File: src/hw/rtl/upeq_pkg.sv
package upeq_pkg;

	// Payload widths of the request and response channels
	localparam int EVENT_ID_W   = 6;
	localparam int PRIO_REQ_W   = 16;

	// Request type codes
	localparam logic REQ_SET  = 1'b0;
	localparam logic REQ_POLL = 1'b1;

	// Top-level sequencer states
	typedef enum logic {
		ST_IDLE,
		ST_INS
	} state_t;

	// Operation broadcast to every cell of the chain
	typedef enum logic [1:0] {
		OP_NOP,
		OP_DEL,
		OP_INS,
		OP_POP
	} cell_op_t;

	// Control bundle from the sequencer to the cells
	typedef struct packed {
		cell_op_t                op;
		logic [EVENT_ID_W-1:0]   id;
	} cell_ctl_t;

endpackage

File: src/hw/rtl/upeq_cell.sv
module upeq_cell #(
	parameter int PRIO_BITS = 16
) (
	input  logic                              clk,
	input  logic                              arst_n,
	input  upeq_pkg::cell_ctl_t               ctl,
	input  logic [PRIO_BITS-1:0]              new_prio,
	input  logic                              left_gt,
	input  logic                              left_valid,
	input  logic [upeq_pkg::EVENT_ID_W-1:0]   left_id,
	input  logic [PRIO_BITS-1:0]              left_prio,
	input  logic                              right_valid,
	input  logic [upeq_pkg::EVENT_ID_W-1:0]   right_id,
	input  logic [PRIO_BITS-1:0]              right_prio,
	input  logic                              del_here,
	output logic                              valid,
	output logic [upeq_pkg::EVENT_ID_W-1:0]   id,
	output logic [PRIO_BITS-1:0]              prio,
	output logic                              gt,
	output logic                              match
);

	logic                              valid_q;
	logic [upeq_pkg::EVENT_ID_W-1:0]   id_q;
	logic [PRIO_BITS-1:0]              prio_q;
	logic                              nxt_valid;
	logic [upeq_pkg::EVENT_ID_W-1:0]   nxt_id;
	logic [PRIO_BITS-1:0]              nxt_prio;

	// Order by priority, then smaller id first
	assign gt    = valid_q && ({prio_q, ~id_q} > {new_prio, ~ctl.id});
	assign match = valid_q && (id_q == ctl.id);

	// Select the next entry: hold, take new key, or shift from a neighbor
	always_comb begin
		nxt_valid = valid_q;
		nxt_id    = id_q;
		nxt_prio  = prio_q;
		case (ctl.op)
			upeq_pkg::OP_INS: begin
				if (!gt) begin
					if (left_gt) begin
						nxt_valid = 1'b1;
						nxt_id    = ctl.id;
						nxt_prio  = new_prio;
					end else begin
						nxt_valid = left_valid;
						nxt_id    = left_id;
						nxt_prio  = left_prio;
					end
				end
			end
			upeq_pkg::OP_DEL: begin
				if (del_here) begin
					nxt_valid = right_valid;
					nxt_id    = right_id;
					nxt_prio  = right_prio;
				end
			end
			upeq_pkg::OP_POP: begin
				nxt_valid = right_valid;
				nxt_id    = right_id;
				nxt_prio  = right_prio;
			end
			default: begin
				nxt_valid = valid_q;
			end
		endcase
	end

	always_ff @(posedge clk or negedge arst_n) begin
		if (!arst_n) begin
			valid_q <= 1'b0;
		end else begin
			valid_q <= nxt_valid;
		end
	end

	always_ff @(posedge clk) begin
		id_q   <= nxt_id;
		prio_q <= nxt_prio;
	end

	assign valid = valid_q;
	assign id    = id_q;
	assign prio  = prio_q;

endmodule

File: config.mk
export PLATFORM = sky130hd
export DESIGN_NAME = upeq_cell
export DESIGN_NICKNAME = d
export VERILOG_FILES = /design/src/hw/rtl/upeq_pkg.sv /design/src/hw/rtl/upeq_cell.sv
export SDC_FILE = /design/constraint.sdc
export NUM_CORES = 1
export LEC_CHECK = 0
export BUFFER_PORTS_ARGS = -buffer_cell sky130_fd_sc_hd__buf_4
export CORE_MARGIN = 1
export CORE_UTILIZATION = 40
export CTS_CLUSTER_SIZE = 28
export DETAILED_ROUTE_END_ITERATION = 12
export GPL_ROUTABILITY_DRIVEN = 1
export PLACE_DENSITY_LB_ADDON = 0.08
export SLEW_MARGIN = 10
export SYNTH_ARGS = -nofsm -noshare
export SYNTH_HDL_FRONTEND = slang
export SYNTH_SLANG_ARGS = --single-unit
File: constraint.sdc
create_clock -name clk -period 3.11 [get_ports clk]
set_input_delay 0.311 -clock clk [delete_from_list [all_inputs] [get_ports clk]]
set_output_delay 0.311 -clock clk [all_outputs]
set_load 0.05 [all_outputs]
# ---- Yosys cells after proc, flatten, opt, wreduce, memory -nomap -nowiden
# Index checks and enable logic that the tools add are counted.
dict set report totals {
  reg_bits 23
  latch_bits 0
  ram_bits 0
  romBits 0
  in_bits 74
  out_inout_bits 25
  word_cells 28
  memories 0
}
dict set report op_classes {
  add_sub_neg 0
  mul 0
  div 0
  magnitude_cmp 1
  eq_ne 6
  shifts 0
  mux 12
  bitwise_logic 2
  reduce_logical 4
}
# op n
set ops {}
lappend ops {{16-bit two-way mux} 3}
lappend ops {{16-bit case mux with 3 select lines} 1}
lappend ops {{22-bit greater-than comparator} 1}
lappend ops {{6-bit two-way mux} 3}
lappend ops {{6-bit case mux with 3 select lines} 1}
lappend ops {{6-bit inverter} 2}
lappend ops {{6-bit == test} 1}
lappend ops {{2-bit == test (second input constant)} 2}
lappend ops {{2-bit != test (second input constant)} 2}
lappend ops {{1-bit two-way mux} 3}
lappend ops {{1-bit case mux with 3 select lines} 1}
lappend ops {{3-bit AND reduction} 1}
lappend ops {{3-bit nonzero test} 1}
lappend ops {{2-bit by 1-bit == test with 1-bit output (second input constant)} 1}
lappend ops {{1-bit logical AND} 2}

# ---- Depth between registers and ports, before layout
dict set report logic_depth {
  ltp_word 5
  mapped_depth 7
  ltp_nobuf 7
}

# ---- Least setup slack after synthesis
# Ideal clock, no wire load.
dict set report synth_path {
  path_kind {reg-to-reg}
  startpoint {register id_q, in the netlist id[4]}
  endpoint {register id_q, in the netlist id[0] (enable)}
  setup_time_ps 435
  arrival_time_ps 3290
  t_required_ps 2675
  slack_ps -616
  path_stages_with_launch 7
  cell_sequence {edfxtp_1 > inv_1 > ha_1 > and4_4 > o21a_1 > o31a_1 > o31ai_1}
}
dict set report synth_via {
  elab_chain_len 5
}
# element line_no
set synth_lines {}
lappend synth_lines {{start, declared} upeq_cell.sv:24} ;# logic [upeq_pkg::EVENT_ID_W-1:0] id_q;
lappend synth_lines {{start signal, assigned} upeq_cell.sv:80} ;# id_q <= nxt_id;
lappend synth_lines {{6-bit inverter} upeq_cell.sv:31} ;# assign gt = valid_q && ({prio_q, ~id_q} > {new_prio, ~ctl.id});
lappend synth_lines {{22-bit greater-than comparator} upeq_cell.sv:31}
lappend synth_lines {{1-bit logical AND} upeq_cell.sv:31}
lappend synth_lines {{2-bit != test (no line)} n/a}
lappend synth_lines {{3-bit AND reduction (no line)} n/a}
# No other way between the ends.
# A chain may end at the register's enable or synchronous reset.

# ---- Final worst setup path
dict set report layout_path {
  startpoint {register prio_q[1] (netlist: prio[1])}
  endpoint {register prio_q[2] (netlist: prio[2]) (enable)}
}
dict set report layout_via {
  elab_chain_len 4
}
# element line_no
set layout_lines {}
lappend layout_lines {{start, declared} upeq_cell.sv:25} ;# logic [PRIO_BITS-1:0] prio_q;
lappend layout_lines {{start signal, assigned} upeq_cell.sv:81} ;# prio_q <= nxt_prio;
lappend layout_lines {{22-bit greater-than comparator} upeq_cell.sv:31}
lappend layout_lines {{1-bit logical AND} upeq_cell.sv:31}
lappend layout_lines {{2-bit != test (no line)} n/a}
lappend layout_lines {{3-bit AND reduction (no line)} n/a}
# No other way between the ends.

==> summary.md <==
| Metric | Value |
|---|---|
| Status | finished clean |
| Post-synth cell types | 32 |
| Antenna Cells | 0 |
| Delay-heaviest family, CP | compound AO/OA/AOI/OAI gates |
| CP Launch Type | register |
| Clock skew | between 0.002 and 0.003 ns |
| Minimum clock period | 2.74 ns |
| Drt first-iter violations | 77 |
| Maximum VDD drop | about 0.19 mV |
| Met3 GRT Util | a little over 6% |
| Die H | 69.0 um |
| Total grt overflow | 0 |
| Initial Util | between 40% and 50% |
| Tot GR Track Use | a little under a fifth |
| R2R Setup Slk | 0.37 ns |
| Setup TNS | 0 ns |
| Fin area | 2630 um^2 |
| Pwr dens | 426 nW/um^2 |
| Mapped Area | 1790 um^2 |
| EDFF count, synth | 22 |
| Synth Area per Inst | 9.49 um^2 |
| Nets | ~380 |
| Detail Route Antenna Nets | 0 |
| CP Capture Type | register |
| Detailed placer's ending HPWL | 3.31 mm |
| Initial antenna violation count | 0 |
| Chip width | 69.0 um |
| Drt pass-1 iters | 4 |
| Num rows | 23 |
| Post-Route WL | 4.18 mm |
| Gate Count Post-Synth | 189 |
| Clock sink count | 23 |
| Vias | 1659 |
| Hold WC Path Type | in2reg |
| Async set or reset register ratio after synthesis | 4.35% |
| Number of global-route vias before repair | 1530 |
| P_leak | 0.00133 uW |
| Met1 Use GR | about a fifth |
| # Post-CTS Setup Buffers | 0 |
| Placed Area | 2570 um^2 |
| Worst-path clk slew | 0.08 ns |
| Vias/cell | between 4 and 5 |
| Gr busiest metal | met2 |
| Routability-driven placement congestion ratio | 0.786 |
| Sequential cell area fraction in the yosys report | 38.2% |
| Synth area leader | edfxtp_1 |
| Crit path max-delay cell type | o31ai_4 |
| Core region area | 4140 um^2 |
| Dominant cells by area after synthesis | edfxtp_1 (37%), ha_1 (15%), mux2i_1 (12%), o21ai_0 (7.3%), nand2_1 (5.2%) |
| First-pass GRT wire length | 6.60 mm |
| FMAX | roughly 0.37 GHz |
| Layout cells sized above 1 | between 30% and 40% |
| Synth Register Bits | 23 |
| Cell with the most instances after synthesis | o21ai_0 |
| CTS Buf Count | 3 |
| Synth warn | 0 |
| Critical path data required time | around 3 ns |
| Relative slew slack | 25.9% |
| Clock tree root driver cell | clkbuf_8 |
| H-tree Lvls | 1 |
| Fin. Hold Viols | 0 |
| WS Path Type | reg2reg |
| Io pins | 99 |
| I/O Buffers | 98 |
| Clk_lat worst skew | 0.27 ns |
| Number of remaining DRC errors | 0 |
| Crit Path Max Fanout | 22 |
| Largest net degree at the start of global routing | 48 |
| Yosys top cell area share | ~37% |
| Buf/Inv on CP | 0 |
| Setup-failing EPs final | 0 |
| CP max stage delay | ~0.93 ns |
| Final Max Tran Viols | 0 |
| Critical Path AT | between 2 and 3 ns |
| M2 GR Usage | about 34% |
| Clock tree from TritonCTS | built |
| Prevailing post-synth register cell | edfxtp_1 |
| Unrepaired setup endpoints after global routing | no |
| WL/cell | 12.5 um |
| Critical path, cell by cell | ha_1 -> a21oi_1 -> o21ai_0 -> a22oi_1 -> nand4_1 -> o31ai_4 |
| Total power draw | 1120 uW |
| Max-cap violations | 0 |
| Slew @ Worst Pin | 1.11 ns |
| Post-cts sizing count | 0 |
| Final Cycle Share | 88.0% |
| Synthesis-to-finish area growth | 46.5% |
| Most frequent cells after synthesis | o21ai_0 (26), nand2_1 (25), inv_1 (23) |
| CTS Hold Buffers Added | 1 |
| Max Root-Sink Buffers | 2 |
| Net count after synthesis | about 290 |
| Die area | 4750 um^2 |
## placed cells by master, fill, tap and decap left out, types with 2 or more instances in the layout
master,instances
clkbuf_8,3
o21ai_0,26
nand3_1,2
ha_1,22
or3_1,2
edfxtp_1,22
o21a_1,3
buf_4,98
nor2_1,3
mux2i_1,22
nand4_1,4
inv_1,23
a21oi_1,8
nand2_1,25
## per-layer routing
layer	vias up	wire [um]
met1	732	1780
met2	57	2010
li1	864	-
met3	6	349
met5	-	0
met4	0	38
## worst paths after layout
path | from | endpoint | depth (start not counted)
worst max-delay path | prio[1] | prio[2] | 6
worst min-delay path | right_prio[3] | prio[3] | 3
worst max register to register | prio[1] | prio[2] | 6
worst min register to register | valid | valid | 3
max in group asynchronous | arst_n | valid | 2
min in group asynchronous | arst_n | valid | 2
## kinds of logic after synthesis
family	synth area share (%)
compound gates	14.7
mux	12.3
simple gates	12.8
fa+ha+maj	15.4
buf+inv	6.63
flops	38.2
## state kept, by name (all words and copies together), names as in the netlist
name	flops
prio	16
id	6
valid	1
## final cells by class
class	instances	area, um^2
multi-input cells	135	1000
flip-flops and latches	23	686
fillers	371	1520
inverters	23	86.3
well taps	50	62.6
repair buffers	99	746
clock buffers	4	45.0
## worst min-delay path, cell delays in order
cell,delay (ns)
buf_4,0.07
nand2_1,0.03
o21ai_0,0.05
## where the power goes
group	switching [uW]	internal, uW	leakage, uW	total (uW)
Combinational	308	196	0.00107	504
Clock	101	91.6	0.0000228	193
Sequential	24.2	398	0.000235	422
Total	433	686	0.00133	1120
## per-stage QoR
stage | hold WS [ns] | worst slack, ns | cells | utilization, %
3_3_place_gp | 0.0865 | 0.286 | 329 | 62.1
2_1_floorplan | 0.0154 | 0.0570 | 189 | -
6_report | 0.314 | 0.374 | 334 | 63.4
3_5_place_dp | 0.0869 | 0.278 | 329 | 62.1
5_1_grt | 0.317 | 0.113 | 334 | 63.4
4_1_cts | 0.311 | 0.318 | 334 | 63.4
(Power assumes the default switching activity.)
